===== src/sv/adv_data_uuid_search_assert.svh =====
// Assertion macros shared by the UUID search RTL.
// Defining NO_ASSERTIONS turns every macro into an empty body.
`ifndef ADV_DATA_UUID_SEARCH_ASSERT_SVH
`define ADV_DATA_UUID_SEARCH_ASSERT_SVH

`ifndef NO_ASSERTIONS
`define ADUS_ASSERT_DIS(lbl, clk, rst_n, prop, msg) \
  lbl: assert property (@(posedge clk) disable iff (!rst_n) prop) else $error(msg);
`define ADUS_ASSERT_CLK(lbl, clk, prop, msg) \
  lbl: assert property (@(posedge clk) prop) else $error(msg);
`else
`define ADUS_ASSERT_DIS(lbl, clk, rst_n, prop, msg)
`define ADUS_ASSERT_CLK(lbl, clk, prop, msg)
`endif

`endif


===== src/sv/adus_pkg.sv =====
// Shared types and constants of the advertising data UUID search.
// No dependencies; used by the interfaces' users, the parser and the top level.
package adus_pkg;

  typedef enum logic [1:0] {
    PH_LEN  = 2'd0,
    PH_TYPE = 2'd1,
    PH_DATA = 2'd2
  } phase_e;

  typedef enum logic [0:0] {
    CFG_TARGET_HIGH = 1'b0,
    CFG_TARGET_LOW  = 1'b1
  } cfg_idx_e;

  localparam logic [7:0] AD_TYPE_UUID16_PART  = 8'h02;
  localparam logic [7:0] AD_TYPE_UUID16_FULL  = 8'h03;
  localparam logic [7:0] AD_TYPE_UUID128_PART = 8'h06;
  localparam logic [7:0] AD_TYPE_UUID128_FULL = 8'h07;

  localparam int unsigned UUID128_BYTES = 16;
  localparam int unsigned ENTRY_IDX_W   = $clog2(UUID128_BYTES);
  localparam int unsigned CFG_W         = 64;

  // Fixed parts of the Bluetooth base UUID around the 16-bit alias.
  localparam logic [31:0] BASE_HIGH_LOW32 = 32'h0000_1000;
  localparam logic [63:0] BASE_LOW        = 64'h8000_0080_5F9B_34FB;

  typedef struct packed {
    logic [7:0] ad_byte;
    logic       final_byte;
  } beat_t;

endpackage


===== src/sv/adus_if.sv =====
// Valid/ready channel interfaces for payload bytes in and search results out.
// Standalone; no package dependency.
interface adus_in_if;
  logic       valid;
  logic       ready;
  logic [7:0] ad_byte;
  logic       final_byte;

  modport source(output valid, output ad_byte, output final_byte, input ready);
  modport sink(input valid, input ad_byte, input final_byte, output ready);
endinterface

interface adus_out_if;
  logic valid;
  logic ready;
  logic uuid_found;

  modport source(output valid, output uuid_found, input ready);
  modport sink(input valid, input uuid_found, output ready);
endinterface


===== src/sv/adus_parser.sv =====
// Element parser and UUID comparator: walks length/type/data elements one byte per step.
// Depends on adus_pkg and the assertion macro header.
`include "adv_data_uuid_search_assert.svh"

module adus_parser import adus_pkg::*; (
  input  logic        clk_i,
  input  logic        rst_ni,
  input  logic        step_i,
  input  beat_t       beat_i,
  input  logic [63:0] target_high_i,
  input  logic [63:0] target_low_i,
  output logic        found_o
);

  phase_e                 phase_q, phase_d;
  logic [7:0]             bytes_left_q, bytes_left_d;
  logic [7:0]             type_q, type_d;
  logic [ENTRY_IDX_W-1:0] idx_q, idx_d;
  logic [7:0]             first_q, first_d;
  logic                   eq_q, eq_d;
  logic                   found_q, found_d;

  logic                   is16;
  logic                   is128;
  logic                   base_form;
  logic                   pair_match;
  logic [127:0]           target_le;
  logic [7:0]             target_byte;
  logic                   byte_eq;
  logic [7:0]             left_dec;
  logic                   entry_last;
  logic                   hit;

  localparam logic [ENTRY_IDX_W-1:0] IdxLast = ENTRY_IDX_W'(UUID128_BYTES - 1);

  assign is16  = (type_q == AD_TYPE_UUID16_PART) || (type_q == AD_TYPE_UUID16_FULL);
  assign is128 = (type_q == AD_TYPE_UUID128_PART) || (type_q == AD_TYPE_UUID128_FULL);

  // A 16-bit entry can only match when the target has the base UUID form.
  assign base_form  = (target_high_i[63:48] == 16'h0000) &&
                      (target_high_i[31:0] == BASE_HIGH_LOW32) &&
                      (target_low_i == BASE_LOW);
  assign pair_match = base_form && (target_high_i[47:32] == {beat_i.ad_byte, first_q});

  // Over-the-air order is little-endian, so byte k sits at bits 8k of the joined target.
  assign target_le   = {target_high_i, target_low_i};
  assign target_byte = target_le[{idx_q, 3'b000} +: 8];
  assign byte_eq     = (beat_i.ad_byte == target_byte);
  assign left_dec    = bytes_left_q - 8'd1;
  assign entry_last  = (idx_q == IdxLast);

  assign hit = step_i && (phase_q == PH_DATA) &&
               ((is16 && (idx_q != '0) && pair_match) ||
                (is128 && entry_last && eq_q && byte_eq));

  assign found_o = found_q || hit;

  always_comb begin
    phase_d = phase_q;
    if (step_i) begin
      unique case (phase_q)
        PH_TYPE: begin
          phase_d = (bytes_left_q == 8'd0) ? PH_LEN : PH_DATA;
        end
        PH_DATA: begin
          if (left_dec == 8'd0) begin
            phase_d = PH_LEN;
          end
        end
        default: begin
          phase_d = (beat_i.ad_byte != 8'd0) ? PH_TYPE : PH_LEN;
        end
      endcase
      if (beat_i.final_byte) begin
        phase_d = PH_LEN;
      end
    end
  end

  always_comb begin
    bytes_left_d = bytes_left_q;
    type_d       = type_q;
    idx_d        = idx_q;
    first_d      = first_q;
    eq_d         = eq_q;
    found_d      = found_q;
    if (step_i) begin
      unique case (phase_q)
        PH_TYPE: begin
          type_d = beat_i.ad_byte;
          idx_d  = '0;
          eq_d   = 1'b1;
        end
        PH_DATA: begin
          if (is16) begin
            if (idx_q == '0) begin
              first_d = beat_i.ad_byte;
              idx_d   = ENTRY_IDX_W'(1);
            end else begin
              idx_d = '0;
            end
          end else if (is128) begin
            if (entry_last) begin
              idx_d = '0;
              eq_d  = 1'b1;
            end else begin
              idx_d = idx_q + ENTRY_IDX_W'(1);
              eq_d  = eq_q && byte_eq;
            end
          end
          bytes_left_d = left_dec;
          if (left_dec == 8'd0) begin
            idx_d = '0;
            eq_d  = 1'b1;
          end
        end
        default: begin
          if (beat_i.ad_byte != 8'd0) begin
            bytes_left_d = beat_i.ad_byte - 8'd1;
          end
        end
      endcase
      found_d = found_o;
      if (beat_i.final_byte) begin
        bytes_left_d = '0;
        type_d       = '0;
        idx_d        = '0;
        first_d      = '0;
        eq_d         = 1'b1;
        found_d      = 1'b0;
      end
    end
  end

  always_ff @(posedge clk_i or negedge rst_ni) begin
    if (!rst_ni) begin
      phase_q      <= PH_LEN;
      bytes_left_q <= '0;
      type_q       <= '0;
      idx_q        <= '0;
      first_q      <= '0;
      eq_q         <= 1'b1;
      found_q      <= 1'b0;
    end else begin
      phase_q      <= phase_d;
      bytes_left_q <= bytes_left_d;
      type_q       <= type_d;
      idx_q        <= idx_d;
      first_q      <= first_d;
      eq_q         <= eq_d;
      found_q      <= found_d;
    end
  end

  `ADUS_ASSERT_DIS(a_data_has_bytes, clk_i, rst_ni, (phase_q == PH_DATA) |-> (bytes_left_q != 8'd0), "Data phase entered with no bytes left.")
  `ADUS_ASSERT_DIS(a_pair_index, clk_i, rst_ni, ((phase_q == PH_DATA) && is16) |-> (idx_q <= ENTRY_IDX_W'(1)), "Pair index out of range in a 16-bit list.")
  `ADUS_ASSERT_DIS(a_clear_after_final, clk_i, rst_ni, (step_i && beat_i.final_byte) |=> ((phase_q == PH_LEN) && !found_q && eq_q), "Parser state not cleared after a final byte.")

endmodule


===== src/sv/adv_data_uuid_search.sv =====
// Top level of the advertising data service UUID search: byte register, target
// registers, parser and result register. Depends on adus_pkg, adus_if, adus_parser.
//
//   channel  | direction | beat contents
//   ad_in    | in        | ad_byte, final_byte
//   res_out  | out       | uuid_found (one beat per payload, on its final byte)
//   cfg      | in        | cfg_we_i, cfg_idx_i, cfg_data_i (write only)
//
// While input ready is high, one byte is accepted per cycle; throughput is one beat per clock.
// A result becomes valid when the result register is loaded: the edge that accepts its final
// byte loads the byte register; the result register loads when that byte steps the parser.
// Reset clears the parse state, the target registers and both valid flags.
// Input ready drops only while the byte register holds a final byte and the result register
// still holds an untaken result.
`include "adv_data_uuid_search_assert.svh"

module adv_data_uuid_search import adus_pkg::*; (
  input  logic             clk_i,
  input  logic             rst_ni,
  input  logic             cfg_we_i,
  input  logic [0:0]       cfg_idx_i,
  input  logic [CFG_W-1:0] cfg_data_i,
  adus_in_if.sink          ad_in,
  adus_out_if.source       res_out
);

  logic [63:0] target_high_q;
  logic [63:0] target_low_q;
  beat_t       s1_q;
  logic        s1_valid_q;
  logic        out_valid_q;
  logic        found_q;
  logic        out_free;
  logic        s1_adv;
  logic        s1_step;
  logic        in_ready;
  logic        parser_found;

  assign out_free = !out_valid_q || res_out.ready;
  assign s1_adv   = !s1_q.final_byte || out_free;
  assign s1_step  = s1_valid_q && s1_adv;
  assign in_ready = !s1_valid_q || s1_adv;

  assign ad_in.ready        = in_ready;
  assign res_out.valid      = out_valid_q;
  assign res_out.uuid_found = found_q;

  always_ff @(posedge clk_i or negedge rst_ni) begin
    if (!rst_ni) begin
      target_high_q <= '0;
      target_low_q  <= '0;
    end else if (cfg_we_i) begin
      if (cfg_idx_i == CFG_TARGET_HIGH) begin
        target_high_q <= cfg_data_i;
      end else begin
        target_low_q <= cfg_data_i;
      end
    end
  end

  always_ff @(posedge clk_i or negedge rst_ni) begin
    if (!rst_ni) begin
      s1_valid_q <= 1'b0;
    end else if (in_ready) begin
      s1_valid_q <= ad_in.valid;
    end
  end

  always_ff @(posedge clk_i) begin
    if (in_ready && ad_in.valid) begin
      s1_q <= '{ad_byte: ad_in.ad_byte, final_byte: ad_in.final_byte};
    end
  end

  adus_parser u_parser (
    .clk_i        (clk_i),
    .rst_ni       (rst_ni),
    .step_i       (s1_step),
    .beat_i       (s1_q),
    .target_high_i(target_high_q),
    .target_low_i (target_low_q),
    .found_o      (parser_found)
  );

  always_ff @(posedge clk_i or negedge rst_ni) begin
    if (!rst_ni) begin
      out_valid_q <= 1'b0;
    end else if (s1_step && s1_q.final_byte) begin
      out_valid_q <= 1'b1;
    end else if (res_out.ready) begin
      out_valid_q <= 1'b0;
    end
  end

  always_ff @(posedge clk_i) begin
    if (s1_step && s1_q.final_byte) begin
      found_q <= parser_found;
    end
  end

  `ADUS_ASSERT_DIS(a_stall_only_when_full, clk_i, rst_ni, !ad_in.ready |-> (s1_valid_q && s1_q.final_byte && out_valid_q), "Input stalled without a pending final byte.")
  `ADUS_ASSERT_DIS(a_result_from_final, clk_i, rst_ni, $rose(out_valid_q) |-> $past(s1_step && s1_q.final_byte), "Result raised without a final byte.")
  `ADUS_ASSERT_CLK(a_no_result_in_reset, clk_i, !rst_ni |=> !res_out.valid, "Result valid during reset.")

endmodule


===== src/flat_wrapper.sv =====
// flat-port wrapper written by rule: the top's interface ports become plain ports
module adv_data_uuid_search_flat import adus_pkg::*;
  (clk_i, rst_ni, cfg_we_i, cfg_idx_i, cfg_data_i, ad_in_valid, ad_in_ad_byte, ad_in_final_byte, ad_in_ready, res_out_valid, res_out_uuid_found, res_out_ready);
  adus_in_if ad_in_i ();
  adus_out_if res_out_i ();
  input  logic clk_i;
  input  logic rst_ni;
  input  logic cfg_we_i;
  input  logic [0:0] cfg_idx_i;
  input  logic [CFG_W-1:0] cfg_data_i;
  input wire logic [$bits(ad_in_i.valid)-1:0] ad_in_valid;
  input wire logic [$bits(ad_in_i.ad_byte)-1:0] ad_in_ad_byte;
  input wire logic [$bits(ad_in_i.final_byte)-1:0] ad_in_final_byte;
  output wire logic [$bits(ad_in_i.ready)-1:0] ad_in_ready;
  output wire logic [$bits(res_out_i.valid)-1:0] res_out_valid;
  output wire logic [$bits(res_out_i.uuid_found)-1:0] res_out_uuid_found;
  input wire logic [$bits(res_out_i.ready)-1:0] res_out_ready;
  assign ad_in_i.valid = ad_in_valid;
  assign ad_in_i.ad_byte = ad_in_ad_byte;
  assign ad_in_i.final_byte = ad_in_final_byte;
  assign ad_in_ready = ad_in_i.ready;
  assign res_out_valid = res_out_i.valid;
  assign res_out_uuid_found = res_out_i.uuid_found;
  assign res_out_i.ready = res_out_ready;
  adv_data_uuid_search u_core (.clk_i(clk_i), .rst_ni(rst_ni), .cfg_we_i(cfg_we_i), .cfg_idx_i(cfg_idx_i), .cfg_data_i(cfg_data_i), .ad_in(ad_in_i), .res_out(res_out_i));
endmodule

===== config.mk =====
export PLATFORM = sky130hd
export DESIGN_NAME = adv_data_uuid_search_flat
export DESIGN_NICKNAME = d
export VERILOG_FILES = /design/src/sv/adus_pkg.sv /design/src/sv/adus_if.sv /design/src/sv/adus_parser.sv /design/src/sv/adv_data_uuid_search.sv /design/src/flat_wrapper.sv
export VERILOG_INCLUDE_DIRS = /design/src /design/src/sv
export SDC_FILE = /design/constraint.sdc
export NUM_CORES = 1
export LEC_CHECK = 0
export ABC_AREA = 1
export BUFFER_PORTS_ARGS = -buffer_cell sky130_fd_sc_hd__clkbuf_2
export CAP_MARGIN = 20
export CORE_ASPECT_RATIO = 2
export CORE_MARGIN = 1
export CORE_UTILIZATION = 45
export DETAILED_ROUTE_END_ITERATION = 8
export PLACE_DENSITY = 0.65
export SYNTH_ARGS = -nofsm -noshare
export SYNTH_HDL_FRONTEND = slang
export SYNTH_SLANG_ARGS = --single-unit

===== constraint.sdc =====
create_clock -name clk_i -period 5.9 [get_ports clk_i]
set_input_delay 0.885 -clock clk_i [delete_from_list [all_inputs] [get_ports clk_i]]
set_output_delay 0.885 -clock clk_i [all_outputs]
set_load 0.03 [all_outputs]

==> results.yml, run 1 <==
outcome:
  status: "completed"
final_layout:
  nets: 1322
  drive_above_1_share_pct: 10.4
  area_delta_synth_final_pct: 12.4
  fill_cells: 1963
  antenna_cells: 0
placement:
  place.gp.congestion: 0.907
  post-dp-hpwl_mm: 18.8
  post-place-ws_ns: 3.02
  port_buffers: 81
critical_path:
  r2r_start: "u_core.u_parser.idx_q[0]"
  crit_chain: "buf_4 -> o21ai_0 -> nand2_1 -> nand3_1 -> nand2_1 -> nand2_1 -> nand2_1 -> nand2_1 -> inv_1 -> nand2_1 -> nor2_1 -> nand3_1 -> nand2_1 -> nand2_2 -> nand2_1"
  start_kind: "register"
  crit_top_cell: "nand2_1"
  crit_family: "simple AND/OR/NAND/NOR gates"
  cp.arrival_ns: 2.90
  path_class: "register to register"
  critPathMaxFanout: 81
  startpoint: "u_core.u_parser.idx_q[0]"
  path_buf_inv: 2
  slowest_stage: "buf_4"
  cp_slowest_stage_delay_ns: 0.62
  cp.required_ns: 6.22
  cp-end-kind: "register"
power_and_ir_drop:
  leakage_nw: 5.01
  p_comb_share_pct: 19.0
  swShare_pct: 31.7
  p_sw_mw: 0.993
  internal-power_mw: 2.14
  power_frac_clock_pct: 33.3
  powerDensity_nw_per_um2: 316
  peakVddDrop_uv: 204
  p_seq_share_pct: 47.7
cts:
  ctsResizeCount: 0
  ctsLongestPathBuffers: 2
  cts_buffers: 17
  cts_tree: "built"
  cts_root_buf: "clkbuf_16"
  h-tree-depth: 4
  cts_setup_buffers: 0
  cts.clk_slew.worst_paths_ns: 0.06
  cts.sinks: 171
  worstSkewPairLatency_ns: 0.45
  cts_hold_buf: 0
logic_synthesis:
  synthDistinctLibCells: 33
  yosysWarnings: 0
  yosys-top-cells-area: "dfrtp_1 45%, nand2_1 16%, o21ai_0 9.9%, inv_1 6.0%, nand3_1 4.1%"
  synth_seq_area_share_pct: 48.9
  avgSynthCellArea_sq_um: 7.47
  synth_edf_count: 10
  synth_cells: 1185
  synthArstFlopShare_pct: 94.2
  ys.flop_type: "dfrtp_1"
  synth.cell_area_sq_um: 8850
  yosysTopAreaCell: "dfrtp_1"
  synth_top_area_share_pct: 45.2
  synth-seq-cells: 171
  mappedNetlistNets: 1272
sta:
  worst_pin_slew_ns: 1.03
  maxSlewHeadroom_pct: 31.4
  worst_slack_ns: 3.32
  fin_crit_sh_pct: 43.7
  finalHoldViolCount: 0
  skew_ns: 0.00827
  hold_ws_ns: 0.465
  grt_setup_unrepaired: "false"
  tns_ns: 0
  setup_viol: 0
  maxSlewViolCount: 0
  finalWorstPathRequiredPeriod_ns: 2.58
  clock.fmax_ghz: 0.388
global_route:
  grt_usage_pct: 26.6
  grt_pass1_vias: 7660
  grt_pass1_wl_mm: 39.7
  grt-ovfl-total: 0
  antenna_found_initial: 0
  grt_start_max_net_pins: 113
hold_path:
  hp-start: "u_core.u_parser.eq_q"
  min_path_type: "register to register"
job:
  drv_cap: 0
detailed_routing:
  post_drt_wl_per_cell_um: 16.6
  via_per_inst: 5.15
  drc: 0
  drtAntennaViolNets: 0
  drt-pass1-iter-count: 5
  drtIter0Drc: 422
  routed_wl_mm: 25.0
  via_count: 7753
die:
  coreArea_sq_um: 19300
  start_util_pct: 45.9
  placementRows: 72
  die_w_um: 101
  io_pins: 82
  dieArea_sq_um: 20300
  die_y_um: 200
==> metrics by stage <==
step                std cells  util [%]  total power [mW]  area [sq um]
global placement         1474      48.7              2.10          9390
CTS                      1505      51.5              3.16          9930
floorplan                1185         -              1.88          8850
detailed placement       1474      48.7              2.11          9390
global route             1506      51.6              3.31          9940
finish                   1506      51.6              3.14          9940
==> state kept, by name (all words and copies together), names as in the netlist <==
name,count
u_core.res_out.uuid_found,1
u_core.res_out.valid,1
u_core.s1_q,9
u_core.s1_valid_q,1
u_core.target_high_q,64
u_core.target_low_q,64
u_core.u_parser.bytes_left_q,8
u_core.u_parser.eq_q,1
u_core.u_parser.first_q,8
u_core.u_parser.found_q,1
u_core.u_parser.idx_q,4
u_core.u_parser.phase_q,2
u_core.u_parser.type_q,7
==> cells by family (layout without fill, tap and decap cells) <==
kind of cell               count (synthesis)  after routing  share of synthesized area, %
AOI/OAI and AO/OA                        208            208                          12.2
xor gates and xnor gates                  15             15                          1.48
adders and majority gates                  8              8                          1.13
buffers and inverters                    199            261                          8.80
DFF                                      171            171                          48.9
and+or+nand+nor                          584            584                          27.4
==> cell type report <==
class	count	area (sq um)	share of cell area, %
sequential	171	4330	43.6
multi-input combinational	815	3750	37.8
inverter	144	541	5.44
clock buffer	25	507	5.10
timing repair buffer	86	449	4.52
tap	259	324	3.26
clock inverter	6	35.0	0.352
==> per-layer routing <==
metal	GRT usage [%]	part of all wire (%)	up-vias
li1	-	-	3889
met1	27.0	36	3549
met2	47.7	54	219
met3	4.64	3.4	96
met4	18.9	7.2	0
met5	0	0	-
==> cells in the mapped netlist, types with 4 or more instances <==
library cell / number
a21oi_1: 11
buf_2: 13
clkbuf_1: 38
dfrtp_1: 160
edfxtp_1: 10
ha_1: 8
inv_1: 141
nand2_1: 368
nand3_1: 72
nand3b_1: 4
nand4_1: 16
nor2_1: 88
nor3_1: 5
nor4_1: 18
o211ai_1: 8
o21ai_0: 175
o22ai_1: 8
or2_2: 6
xor2_1: 15
==> power by group through the flow <==
| stage | logic (mW) | registers [mW] | clock network (mW) |
|---|---|---|---|
| CTS | 0.601 | 1.49 | 1.06 |
| finish | 0.597 | 1.50 | 1.04 |
| floorplan | 0.442 | 1.44 | 0 |
| global route | 0.695 | 1.51 | 1.10 |
| detailed placement | 0.598 | 1.51 | 0 |
| global placement | 0.590 | 1.51 | 0 |
==> cell usage in the layout (no fill, tap or decap), types with 2 or more instances in the layout <==
| cell | n |
|---|---|
| a21oi_1 | 11 |
| a31oi_1 | 2 |
| buf_4 | 5 |
| clkbuf_1 | 4 |
| clkbuf_16 | 18 |
| clkbuf_2 | 80 |
| clkbuf_8 | 3 |
| clkinv_2 | 4 |
| dfrtp_1 | 159 |
| edfxtp_1 | 10 |
| ha_1 | 8 |
| inv_1 | 141 |
| inv_2 | 3 |
| nand2_1 | 366 |
| nand2_2 | 2 |
| nand2_4 | 2 |
| nand3_1 | 72 |
| nand3b_1 | 4 |
| nand4_1 | 16 |
| nor2_1 | 88 |
| nor3_1 | 5 |
| nor3b_1 | 2 |
| nor4_1 | 18 |
| o211ai_1 | 8 |
| o21ai_0 | 175 |
| o21ai_1 | 2 |
| o22ai_1 | 8 |
| or2_2 | 6 |
| xor2_1 | 15 |
==> tightest hold or removal path, cell delays in order, from the launching register on <==
cell	delay, ns
dfstp_2	0.37
nand2_1	0.06
nand2_1	0.04
==> worst paths after layout <==
| check | end | slack (ns) | depth (start not counted) |
|---|---|---|---|
| worst max-delay path | u_core.res_out.uuid_found | 3.32 | 15 |
| worst min-delay path | u_core.u_parser.eq_q | 0.47 | 2 |
| worst max register to register | u_core.res_out.uuid_found | 3.32 | 15 |
| worst min register to register | u_core.u_parser.eq_q | 0.47 | 2 |
| max in group asynchronous | u_core.u_parser.idx_q[0] | 4.05 | 2 |
| min in group asynchronous | u_core.target_low_q[40] | 0.55 | 1 |
Power figures use the tool's default switching activity.
==> inputs of run 2 (changes only) <==
Settings changed: ABC_AREA 1 to 0.
Clock period 5.9 ns to 2.61 ns, I/O delays scaled along.
==> results.yml, run 2 <==
outcome:
  status: "completed"
logic_synthesis:
  synth-seq-cells: 171
  synthDistinctLibCells: 55
  synth_common_cells: "160 x dfrtp_1, 129 x mux2_2, 33 x mux4_2, 33 x nand2_1, 26 x clkbuf_1"
  yosysTopAreaCell: "dfrtp_1"
  yosys-top-cells-area: "dfrtp_1 47%, mux2_2 17%, mux4_2 8.6%, edfxtp_1 3.5%, xnor2_1 2.5%"
  synth.cell_area_sq_um: 8590
  synth_cells: 657
  synth_most_common_cell: "dfrtp_1"
  synth_seq_area_share_pct: 50.4
  yosysWarnings: 0
  avgSynthCellArea_sq_um: 13.1
  mappedNetlistNets: 744
  synth_top_area_share_pct: 46.6
  ys.flop_type: "dfrtp_1"
  synthArstFlopShare_pct: 94.2
  synth_edf_count: 10
sta:
  setup_viol: 0
  tns_ns: 0
  fin_crit_sh_pct: 97.6
  maxSlewHeadroom_pct: 53.9
  clock.fmax_ghz: 0.393
  finalWorstPathRequiredPeriod_ns: 2.55
  skew_ns: 0.00756
  grt_setup_unrepaired: "true"
  worst_pin_slew_ns: 0.685
  finalHoldViolCount: 0
  maxSlewViolCount: 0
global_route:
  grt-ovfl-total: 0
  grt_usage_pct: 26.7
  grt_start_max_net_pins: 65
  grt_pass1_vias: 6541
  antenna_found_initial: 0
  grt_pass1_wl_mm: 38.0
detailed_routing:
  routed_wl_mm: 25.0
  drtIter0Drc: 415
  via_count: 6183
  via_per_inst: 5.93
  post_drt_wl_per_cell_um: 24.0
  drc: 0
  drtAntennaViolNets: 0
  drt-pass1-iter-count: 5
hold_path:
  min_to: "u_core.s1_q[2]"
  whs_path_depth: 1
  hp-start: "ad_in_ad_byte[1]"
  min_path_type: "input pin to register"
critical_path:
  path_class: "register to register"
  cp.required_ns: 2.98
  r2r_start: "u_core.target_high_q[60]"
  cp.arrival_ns: 2.92
  crit_top_cell: "or4_4"
  r2r-end: "u_core.u_parser.found_q"
  crit_chain: "nor4_4 -> nand4_1 -> or4_4 -> or4_4 -> o41ai_2 -> inv_1 -> a21oi_2"
  cp_slowest_stage_delay_ns: 0.55
  start_kind: "register"
  cp-end-kind: "register"
  r2r_cells: 7
  slowest_stage: "or4_4"
  critPathMaxFanout: 2
  ff2ff_setup_slack_ns: 0.06
power_and_ir_drop:
  peakVddDrop_uv: 723
  powerDensity_nw_per_um2: 756
  total_power_mw: 7.80
  leakage_nw: 4.28
die:
  die_w_um: 99.7
  io_pins: 82
  placementRows: 71
  start_util_pct: 45.9
  dieArea_sq_um: 19700
  die_y_um: 197
  coreArea_sq_um: 18700
final_layout:
  utilization_pct: 55.0
  drive_above_1_share_pct: 43.3
  final_common_cell: "dfrtp_1"
  reg.largest.list: "u_core.target_high_q: 64 flops, u_core.target_low_q: 64 flops, u_core.s1_q: 9 flops"
  nets: 861
  fill_cells: 1552
  area_delta_synth_final_pct: 20.0
  antenna_cells: 0
  mostFrequentLayoutCells: "158 x dfrtp_1, 129 x mux2_2, 80 x clkbuf_2"
cts:
  cts_root_buf: "clkbuf_16"
  cts.clk_slew.worst_paths_ns: 0.07
  cts_tree: "built"
  h-tree-depth: 4
  ctsLongestPathBuffers: 2
  cts.sinks: 171
  worstSkewPairLatency_ns: 0.44
  cts_buffers: 17
placement:
  port_buffers: 81
  place.gp.congestion: 0.887
  post-dp-hpwl_mm: 19.0
job:
  drv_cap: 0
## run 2: changes by cell type after synthesis, sizes merged, moves of 12 or more
cell    change
o21ai     -151
nand2     -337
xnor2      +25
nor2       -71
clkbuf     -12
mux2i      +12
nand3      -61
mux2      +129
mux4       +34
inv       -128
## run 2: worst max path at each step
stage | startpoint | to | slack (ns) | cells past startpoint
after CTS | u_core.target_low_q[50] | u_core.res_out.uuid_found | 0.03 | 7
final | u_core.target_high_q[60] | u_core.u_parser.found_q | 0.06 | 7
after global placement | u_core.target_high_q[53] | u_core.res_out.uuid_found | -0.06 | 7
after global routing | u_core.u_parser.idx_q[0] | u_core.res_out.uuid_found | -0.02 | 7
after detailed placement | u_core.target_high_q[53] | u_core.res_out.uuid_found | -0.07 | 7
after floorplan | u_core.u_parser.idx_q[1] | u_core.res_out.uuid_found | 0.17 | 11
## run 2: per-layer routing
| metal | GRT usage (%) | routed length (um) | vias up |
|---|---|---|---|
| met4 | 20.9 | 2100 | 0 |
| met5 | 0 | 0 | - |
| met1 | 27.9 | 8490 | 3168 |
| met3 | 4.74 | 956 | 94 |
| met2 | 46.7 | 13400 | 231 |
| li1 | - | - | 2690 |
## run 2: report_power, final
part / switching [mW] / internal (mW)
Combinational: 0.743 / 0.790
Sequential: 0.478 / 3.09
Clock: 1.09 / 1.61
Total: 2.31 / 5.49
## run 2: cells by family (layout without fill, tap and decap cells)
| group | count (synthesis) | count (layout) | share of synthesized area [%] |
|---|---|---|---|
| AND/OR/NAND/NOR | 144 | 144 | 9.59 |
| AO/OA/AOI/OAI | 73 | 73 | 5.47 |
| adder cells (fa/ha/maj) | 8 | 8 | 1.16 |
| multiplexers | 175 | 175 | 27.3 |
| XOR/XNOR | 35 | 35 | 3.57 |
| flip-flops | 171 | 171 | 50.4 |
| buffers and inverters | 51 | 181 | 2.56 |
## run 2: critical path: cells and delay by family, from the launching register on
kind | cells | cell delay, ns
flip-flops | 1 | 0.42
AND/OR/NAND/NOR | 4 | 1.61
buffers and inverters | 1 | 0.11
AO/OA/AOI/OAI | 2 | 0.36
## run 2: repair_timing
action,CTS,global route
hold buffers,1,0
endpoints found under the setup margin,2,2
pin swaps,4,4
gates cloned,0,1
hold endpoints to repair,50,0
buffers inserted,1,8
resized for setup,2,5
## run 2: metrics by stage
stage	area [sq um]	instances	hold slack (ns)	setup slack, ns
floorplan	8590	657	0.0959	0.171
global placement	9560	999	0.381	-0.0620
detailed placement	9560	999	0.382	-0.0656
CTS	10200	1033	0.109	0.0258
global route	10300	1042	0.117	-0.0192
finish	10300	1042	0.126	0.0638
## run 2: cell type report
class,instances,area [sq um],share of cell area (%)
flip-flops and latches,171,4330,42.0
repair buffers,133,905,8.77
well taps,255,319,3.09
multi-input cells,435,4080,39.5
inverters,16,60.1,0.582
clock buffers,19,433,4.20
clock inverters,13,190,1.84
